<file path="src/hw/rtl/utfd_pkg.sv">
// Shared widths, types and the lead byte classifier of the UTF-8 stream decoder.
`timescale 1ns / 1ps
`default_nettype none
package utfd_pkg;

  localparam int CP_W    = 21;
  localparam int COUNT_W = 3;

  typedef struct packed {
    logic [COUNT_W-1:0] count;
    logic [CP_W-1:0]    last_cp;
    logic               last_err;
  } burst_t;

  typedef struct packed {
    logic            emit;
    logic            err;
    logic [CP_W-1:0] cp;
    logic [1:0]      expected;
    logic [CP_W-1:0] partial;
  } lead_t;

  function automatic lead_t take_lead(input logic [7:0] b);
    lead_t r;
    r = '0;
    if (b[7] == 1'b0) begin
      r.emit = 1'b1;
      r.cp   = {{(CP_W-8){1'b0}}, b};
    end else if (b[7:5] == 3'b110) begin
      r.expected = 2'd1;
      r.partial  = {{(CP_W-5){1'b0}}, b[4:0]};
    end else if (b[7:4] == 4'b1110) begin
      r.expected = 2'd2;
      r.partial  = {{(CP_W-4){1'b0}}, b[3:0]};
    end else if (b[7:3] == 5'b11110) begin
      r.expected = 2'd3;
      r.partial  = {{(CP_W-3){1'b0}}, b[2:0]};
    end else begin
      r.emit = 1'b1;
      r.err  = 1'b1;
    end
    return r;
  endfunction

endpackage
`default_nettype wire

</file>
<file path="src/hw/rtl/utfd_byte_if.sv">
// Handshake channel that carries one byte item of the text stream.
`timescale 1ns / 1ps
`default_nettype none
interface utfd_byte_if;
  logic       valid;
  logic       ready;
  logic [7:0] data_byte;
  logic       flush;

  modport source (output valid, output data_byte, output flush, input ready);
  modport sink (input valid, input data_byte, input flush, output ready);
endinterface
`default_nettype wire

</file>
<file path="src/hw/rtl/utfd_char_if.sv">
// Handshake channel that carries one decoded character or error item.
`timescale 1ns / 1ps
`default_nettype none
interface utfd_char_if;
  logic                      valid;
  logic                      ready;
  logic [utfd_pkg::CP_W-1:0] code_point;
  logic                      is_error;
  logic                      last_of_run;

  modport source (output valid, output code_point, output is_error, output last_of_run,
                  input ready);
  modport sink (input valid, input code_point, input is_error, input last_of_run,
                output ready);
endinterface
`default_nettype wire

</file>
<file path="src/hw/rtl/utfd_decode.sv">
// Sequence state and the decode logic that turns one byte item into a result burst.
`timescale 1ns / 1ps
`default_nettype none
module utfd_decode (
  input  wire logic             clk,
  input  wire logic             rst,
  input  wire logic [7:0]       item_byte,
  input  wire logic             item_flush,
  input  wire logic             take,
  output utfd_pkg::burst_t      burst
);
  import utfd_pkg::*;

  logic [1:0]      bytes_expected, bytes_expected_next;
  logic [1:0]      bytes_taken, bytes_taken_next;
  logic [CP_W-1:0] partial_code, partial_code_next;

  lead_t              lead;
  logic [COUNT_W-1:0] errs;
  logic [1:0]         taken_inc;
  logic [CP_W-1:0]    new_partial;
  logic               is_cont;

  always_comb begin
    lead        = take_lead(item_byte);
    errs        = {1'b0, bytes_taken} + 3'd1;
    taken_inc   = bytes_taken + 2'd1;
    new_partial = {partial_code[CP_W-7:0], item_byte[5:0]};
    is_cont     = (item_byte[7:6] == 2'b10);

    burst               = '0;
    bytes_expected_next = bytes_expected;
    bytes_taken_next    = bytes_taken;
    partial_code_next   = partial_code;

    if (item_flush) begin
      if (bytes_expected != 2'd0) begin
        burst.count         = errs;
        burst.last_err      = 1'b1;
        bytes_expected_next = 2'd0;
        bytes_taken_next    = 2'd0;
        partial_code_next   = '0;
      end
    end else if (bytes_expected == 2'd0) begin
      burst.count         = {2'b00, lead.emit};
      burst.last_cp       = lead.cp;
      burst.last_err      = lead.err;
      bytes_expected_next = lead.expected;
      bytes_taken_next    = 2'd0;
      partial_code_next   = lead.partial;
    end else if (is_cont) begin
      partial_code_next = new_partial;
      bytes_taken_next  = taken_inc;
      if (taken_inc >= bytes_expected) begin
        burst.count         = 3'd1;
        burst.last_cp       = new_partial;
        burst.last_err      = 1'b0;
        bytes_expected_next = 2'd0;
        bytes_taken_next    = 2'd0;
        partial_code_next   = '0;
      end
    end else begin
      // The pending bytes become errors and the breaking byte starts over as a lead.
      burst.count         = errs + {2'b00, lead.emit};
      burst.last_cp       = lead.emit ? lead.cp : '0;
      burst.last_err      = lead.emit ? lead.err : 1'b1;
      bytes_expected_next = lead.expected;
      bytes_taken_next    = 2'd0;
      partial_code_next   = lead.partial;
    end
  end

  always_ff @(posedge clk) begin
    if (rst) begin
      bytes_expected <= 2'd0;
      bytes_taken    <= 2'd0;
      partial_code   <= '0;
    end else if (take) begin
      bytes_expected <= bytes_expected_next;
      bytes_taken    <= bytes_taken_next;
      partial_code   <= partial_code_next;
    end
  end

`ifndef SYNTHESIS
  a_taken_below_expected: assert property (@(posedge clk) disable iff (rst)
    (bytes_expected != 2'd0) |-> (bytes_taken < bytes_expected))
    else $error("continuation count reached the expected length without completing");

  a_idle_is_clear: assert property (@(posedge clk) disable iff (rst)
    (bytes_expected == 2'd0) |-> (bytes_taken == 2'd0 && partial_code == '0))
    else $error("idle decoder holds stale sequence state");

  a_burst_bounded: assert property (@(posedge clk) disable iff (rst)
    take |-> (burst.count <= 3'd4))
    else $error("one byte item produced more than four results");
`endif

endmodule
`default_nettype wire

</file>
<file path="src/hw/rtl/utfd_burst.sv">
// Result register that hands out a burst of results one item per cycle while the receiver is ready.
`timescale 1ns / 1ps
`default_nettype none
module utfd_burst (
  input  wire logic         clk,
  input  wire logic         rst,
  input  wire logic         take,
  input  wire utfd_pkg::burst_t burst,
  output logic              can_load,
  utfd_char_if.source       char_out
);
  import utfd_pkg::*;

  logic [COUNT_W-1:0] remain;
  logic [CP_W-1:0]    last_cp;
  logic               last_err;
  logic               fire;
  logic               is_last;

  assign is_last              = (remain == 3'd1);
  assign fire                 = char_out.valid && char_out.ready;
  assign can_load             = (remain == 3'd0) || (is_last && char_out.ready);
  assign char_out.valid       = (remain != 3'd0);
  assign char_out.code_point  = is_last ? last_cp : '0;
  assign char_out.is_error    = is_last ? last_err : 1'b1;
  assign char_out.last_of_run = is_last;

  always_ff @(posedge clk) begin
    if (rst) begin
      remain <= '0;
    end else if (take && burst.count != 3'd0) begin
      remain <= burst.count;
    end else if (fire) begin
      remain <= remain - 3'd1;
    end
  end

  always_ff @(posedge clk) begin
    if (take && burst.count != 3'd0) begin
      last_cp  <= burst.last_cp;
      last_err <= burst.last_err;
    end
  end

`ifndef SYNTHESIS
  a_remain_bounded: assert property (@(posedge clk) disable iff (rst)
    remain <= 3'd4)
    else $error("result burst longer than four items");

  a_load_only_when_free: assert property (@(posedge clk) disable iff (rst)
    (take && burst.count != 3'd0) |-> (remain == 3'd0 || (is_last && fire)))
    else $error("burst loaded over results not yet delivered");

  a_early_items_are_errors: assert property (@(posedge clk) disable iff (rst)
    (char_out.valid && !char_out.last_of_run) |->
      (char_out.is_error && char_out.code_point == '0))
    else $error("non-final item of a burst is not a plain error");
`endif

endmodule
`default_nettype wire

</file>
<file path="src/hw/rtl/utf8_stream_decoder_core.sv">
// Top level of the UTF-8 stream decoder: input register, decode stage and result register.
// A byte item is held in the input register and its results, if any, are loaded into the result
// register, which waits while results of an earlier burst are still pending.
// Throughput: one byte item per cycle while each item gives at most one result and the receiver is ready.
// An item that gives n results (up to four) holds the input until its last result is taken.
// Reset is synchronous: it clears the sequence state and drops all pending items.
`timescale 1ns / 1ps
`default_nettype none
module utf8_stream_decoder_core (
  input  wire logic   clk,
  input  wire logic   rst,
  utfd_byte_if.sink   byte_in,
  utfd_char_if.source char_out
);
  import utfd_pkg::*;

  logic       s1_valid;
  logic [7:0] s1_byte;
  logic       s1_flush;
  logic       s1_take;
  logic       can_load;
  burst_t     burst;

  assign s1_take       = s1_valid && can_load;
  assign byte_in.ready = !s1_valid || s1_take;

  always_ff @(posedge clk) begin
    if (rst) begin
      s1_valid <= 1'b0;
    end else if (byte_in.ready) begin
      s1_valid <= byte_in.valid;
    end
  end

  always_ff @(posedge clk) begin
    if (byte_in.valid && byte_in.ready) begin
      s1_byte  <= byte_in.data_byte;
      s1_flush <= byte_in.flush;
    end
  end

  utfd_decode u_decode (
    .clk        (clk),
    .rst        (rst),
    .item_byte  (s1_byte),
    .item_flush (s1_flush),
    .take       (s1_take),
    .burst      (burst)
  );

  utfd_burst u_burst (
    .clk      (clk),
    .rst      (rst),
    .take     (s1_take),
    .burst    (burst),
    .can_load (can_load),
    .char_out (char_out)
  );

endmodule
`default_nettype wire
</file>
<file path="src/flat_wrapper.sv">
// flat-port wrapper written by rule: the top's interface ports become plain ports
module utf8_stream_decoder_core_flat import utfd_pkg::*;
  (clk, rst, byte_in_valid, byte_in_data_byte, byte_in_flush, byte_in_ready, char_out_valid, char_out_code_point, char_out_is_error, char_out_last_of_run, char_out_ready);
  utfd_byte_if byte_in_i ();
  utfd_char_if char_out_i ();
  input  wire logic clk;
  input  wire logic rst;
  input wire logic [$bits(byte_in_i.valid)-1:0] byte_in_valid;
  input wire logic [$bits(byte_in_i.data_byte)-1:0] byte_in_data_byte;
  input wire logic [$bits(byte_in_i.flush)-1:0] byte_in_flush;
  output wire logic [$bits(byte_in_i.ready)-1:0] byte_in_ready;
  output wire logic [$bits(char_out_i.valid)-1:0] char_out_valid;
  output wire logic [$bits(char_out_i.code_point)-1:0] char_out_code_point;
  output wire logic [$bits(char_out_i.is_error)-1:0] char_out_is_error;
  output wire logic [$bits(char_out_i.last_of_run)-1:0] char_out_last_of_run;
  input wire logic [$bits(char_out_i.ready)-1:0] char_out_ready;
  assign byte_in_i.valid = byte_in_valid;
  assign byte_in_i.data_byte = byte_in_data_byte;
  assign byte_in_i.flush = byte_in_flush;
  assign byte_in_ready = byte_in_i.ready;
  assign char_out_valid = char_out_i.valid;
  assign char_out_code_point = char_out_i.code_point;
  assign char_out_is_error = char_out_i.is_error;
  assign char_out_last_of_run = char_out_i.last_of_run;
  assign char_out_i.ready = char_out_ready;
  utf8_stream_decoder_core u_core (.clk(clk), .rst(rst), .byte_in(byte_in_i), .char_out(char_out_i));
endmodule
</file>
<file path="config.mk">
export PLATFORM = sky130hd
export DESIGN_NAME = utf8_stream_decoder_core_flat
export DESIGN_NICKNAME = d
export VERILOG_FILES = /design/src/hw/rtl/utfd_pkg.sv /design/src/hw/rtl/utfd_byte_if.sv /design/src/hw/rtl/utfd_char_if.sv /design/src/hw/rtl/utfd_decode.sv /design/src/hw/rtl/utfd_burst.sv /design/src/hw/rtl/utf8_stream_decoder_core.sv /design/src/flat_wrapper.sv
export SDC_FILE = /design/constraint.sdc
export NUM_CORES = 1
export LEC_CHECK = 0
export BUFFER_PORTS_ARGS = -buffer_cell sky130_fd_sc_hd__buf_2
export CAP_MARGIN = 25
export CORE_MARGIN = 10
export CORE_UTILIZATION = 55
export DETAILED_ROUTE_END_ITERATION = 12
export GPL_ROUTABILITY_DRIVEN = 0
export PLACE_DENSITY_LB_ADDON = 0.05
export SLEW_MARGIN = 15
export SYNTH_ARGS = -nofsm -noshare
export SYNTH_HDL_FRONTEND = slang
export SYNTH_SLANG_ARGS = --single-unit
</file>
<file path="constraint.sdc">
create_clock -name clk -period 4.8 [get_ports clk]
set_input_delay 0.96 -clock clk [delete_from_list [all_inputs] [get_ports clk]]
set_output_delay 0.96 -clock clk [all_outputs]
set_load 0.005 [all_outputs]
</file>
==> impl_metrics.csv <==
group,metric,value,unit
clocking,cts_sinks,54,
drt,drc_errors,0,
floorplan,core,4384,µm²
sta,rsz0062_at_grt,"no",
job,max_cap_violations,0,
worst_setup_path,crit_required,4.82,ns
worst_setup_path,crit_path_max_fanout,17,
sta,slew_violations,0,
drt,wirelength,4878,µm
sta,worst-slew-pin-transition,0.7952,ns
place,dp_hpwl,3613,µm
floorplan,num_io_pins,38,
clocking,clk_latency,0.31,ns
logic_synthesis,syn_area,2500,µm²
logic_synthesis,synth_cell_type_count,40,
logic_synthesis,synth_ff_type,"edfxtp_1",
clocking,clk_pin_slew,0.09,ns
worst_setup_path,path_class,"reg -> reg",
sta,fin_crit_sh,61.82,%
global_route,grt_usage,12.93,%
logic_synthesis,syn_nets,240,
logic_synthesis,syn-mean-instance-area,11.42,µm²
worst_setup_path,crit_family,"compound AO/OA/AOI/OAI gates",
place,place_area,2708,µm²
sta,period_needed,2.967,ns
power_and_ir_drop,ir_worst_vdd,0.0002209,V
drt,vias,1722,
global_route,grt_max_degree,25,
worst_setup_path,critPathBufInv,2,
sta,setup_viol,0,
hold_path,hold_depth,1,
logic_synthesis,ys_seq_elements,54,
drt,drt-vias-per-instance,5.591,
clocking,cts_setup_buffers,0,
worst_setup_path,crit_top_cell,"nand3_1",
finish,area_delta_synth_final,12.31,%
floorplan,die_y,87.42,µm
logic_synthesis,synthArstFlopShare,0,%
worst_setup_path,reg2reg_from,"u_core.s1_byte[5]",
global_route,grt_pass1_vias,1603,
finish,mostFrequentLayoutCell,"and2_1",
worst_setup_path,r2r_cells,10,
place,placedCellCount,299,
worst_setup_path,max_stage_delay,0.49,ns
sta,finalClockSkew,0.01287,ns
clocking,cts.path.max_buffers,2,
status,outcome,"finished clean",
finish,fin_util,64.04,%
worst_setup_path,path_depth,10,
hold_path,hold_path_class,"reg -> reg",
logic_synthesis,syn_inst,219,
logic_synthesis,yosysTopAreaCellShare,37.24,%
place,portBuffers,37,
sta,relSlewSlack,46.99,%
global_route,grt_antenna_before_repair,0,
worst_setup_path,crit_path_end_kind,"flip-flop",
logic_synthesis,synth_edf_count,31,
clocking,cts_root_buf,"clkbuf_8",
finish,final_area,2808,µm²
worst_setup_path,arrival,2.98,ns
finish,num-nets-final,276,
floorplan,die_w,87.42,µm
clocking,cts_resized,0,
logic_synthesis,netlist_top_cells_area,"edfxtp_1, dfxtp_1, and2_1",
drt,wl_per_cell,15.84,µm
drt,drt_iter0_drc,93,
finish,final_cell_mix,"and2_1, buf_2, edfxtp_1, dfxtp_1",
worst_setup_path,cp_slowest_cell,"edfxtp_1",
global_route,grt-ovfl-total,0,
logic_synthesis,yosysWarnings,0,
worst_setup_path,rrSetupSlack,1.83,ns
sta,fin_setup_tns,0,ns
drt,antenna_left,0,
finish,nFillCells,351,
finish,diodes,0,
floorplan,fp-row-count,24,
clocking,tritoncts,"built",
drt,dr.pass1.iters,4,
clocking,numCtsBuffers,5,
power_and_ir_drop,p_per_area,391.8,nW/µm²
finish,drive_gt1_share,24.61,%
worst_setup_path,cp_cell_sequence,"nand3_1 -> nand3_1 -> ha_1 -> inv_1 -> fa_1 -> nor2_1 -> a22oi_1 -> a211oi_1 -> o41a_1 -> buf_6",
hold_path,min_to,"u_core.u_decode.partial_code[12]",
sta,max_freq,337.0,MHz
sta,hold_viol,0,
global_route,grt_pass1_wl,7990,µm
sta,whs,0.4824,ns
logic_synthesis,seq_area_frac_synth,55.66,%
floorplan,fp.dieArea,7642,µm²
floorplan,initial_core_util,57.02,%
power_and_ir_drop,leakage,1.120,nW
finish,final_cell_count_no_fill,308,
clocking,cts.htree.levels,2,
logic_synthesis,synth_top_cell_by_area,"edfxtp_1",
worst_setup_path,crit_path_start_kind,"flip-flop",
worst_setup_path,timing.rr.end,"u_core.u_burst.last_cp[11]",
clocking,cts_hold_buf,0,
hold_path,min_from,"u_core.u_decode.partial_code[12]",
## power by group
group	switching [mW]	internal, mW
clock network	0.144	0.104
registers	0.0254	0.537
logic	0.163	0.126
total	0.333	0.767
## cell families after synthesis
logic type      share of synthesized area (%)
xor+xnor                               0.3504
fa+ha+maj                               4.304
buf+inv                                 3.353
flops                                   55.66
simple gates                            18.62
compound gates                          17.27
mux                                    0.4504
## Yosys cell counts (7+ instances only)
| master | number |
|---|---|
| a21oi_1 | 10 |
| a22o_2 | 10 |
| and2_1 | 42 |
| dfxtp_1 | 23 |
| edfxtp_1 | 31 |
| ha_1 | 7 |
| inv_1 | 9 |
| nand2_1 | 7 |
| nor2_1 | 7 |
| nor3_1 | 7 |
## area by class of cell
class                      instances  area (µm²)  share of cell area, %
clock inverter                     2       13.76                 0.4902
sequential                        54        1391                  49.55
timing repair buffer              39       203.9                  7.264
tap                               52       65.06                  2.317
multi-input combinational        146        1027                  36.59
clock buffer                       6       72.57                  2.585
inverter                           9       33.78                  1.203
## registers in the layout, indices dropped and copies added (netlist names)
register	count
u_core.u_decode.bytes_expected	2
u_core.s1_flush	1
u_core.u_burst.remain	3
u_core.u_decode.partial_code	15
u_core.u_decode.bytes_taken	2
u_core.s1_byte	8
u_core.u_burst.last_err	1
u_core.s1_valid	1
u_core.u_burst.last_cp	21
## worst reg2reg max path, delay by kind of cell (launching register included)
family                     cells  cell delay (ns)
and+or+nand+nor                3             0.42
adders and majority gates      2             0.62
DFF                            1             0.49
buffers and inverters          2             0.31
AOI/OAI and AO/OA              3             0.83
## worst max path at each step
stage	end	startpoint	slack [ns]
floorplan	u_core.u_burst.last_cp[0]	u_core.s1_byte[4]	1.94
global placement	u_core.u_burst.last_cp[12]	u_core.s1_byte[4]	1.61
detailed placement	u_core.u_burst.last_cp[18]	u_core.s1_byte[5]	1.51
CTS	u_core.u_burst.last_cp[2]	u_core.s1_byte[5]	1.48
global route	u_core.u_burst.last_cp[14]	u_core.s1_byte[5]	1.61
finish	u_core.u_burst.last_cp[11]	u_core.s1_byte[5]	1.83
## routing by layer
layer  share of wire (%)  vias to the layer above  global-route usage [%]
li1                    -                      863                       -
met2                  40                       54                   17.72
met1                  50                      798                   18.37
met3                 8.9                        7                   4.869
met4                 1.3                        0                   3.623
met5                   0                        -                       0
## metrics by stage
step	power [mW]	worst slack, ns
2_1_floorplan	0.7592	1.941
3_3_place_gp	0.8560	1.609
3_5_place_dp	0.8630	1.509
4_1_cts	1.108	1.479
5_1_grt	1.165	1.611
6_report	1.100	1.833
Note: power is estimated with default switching activity, not from simulation.
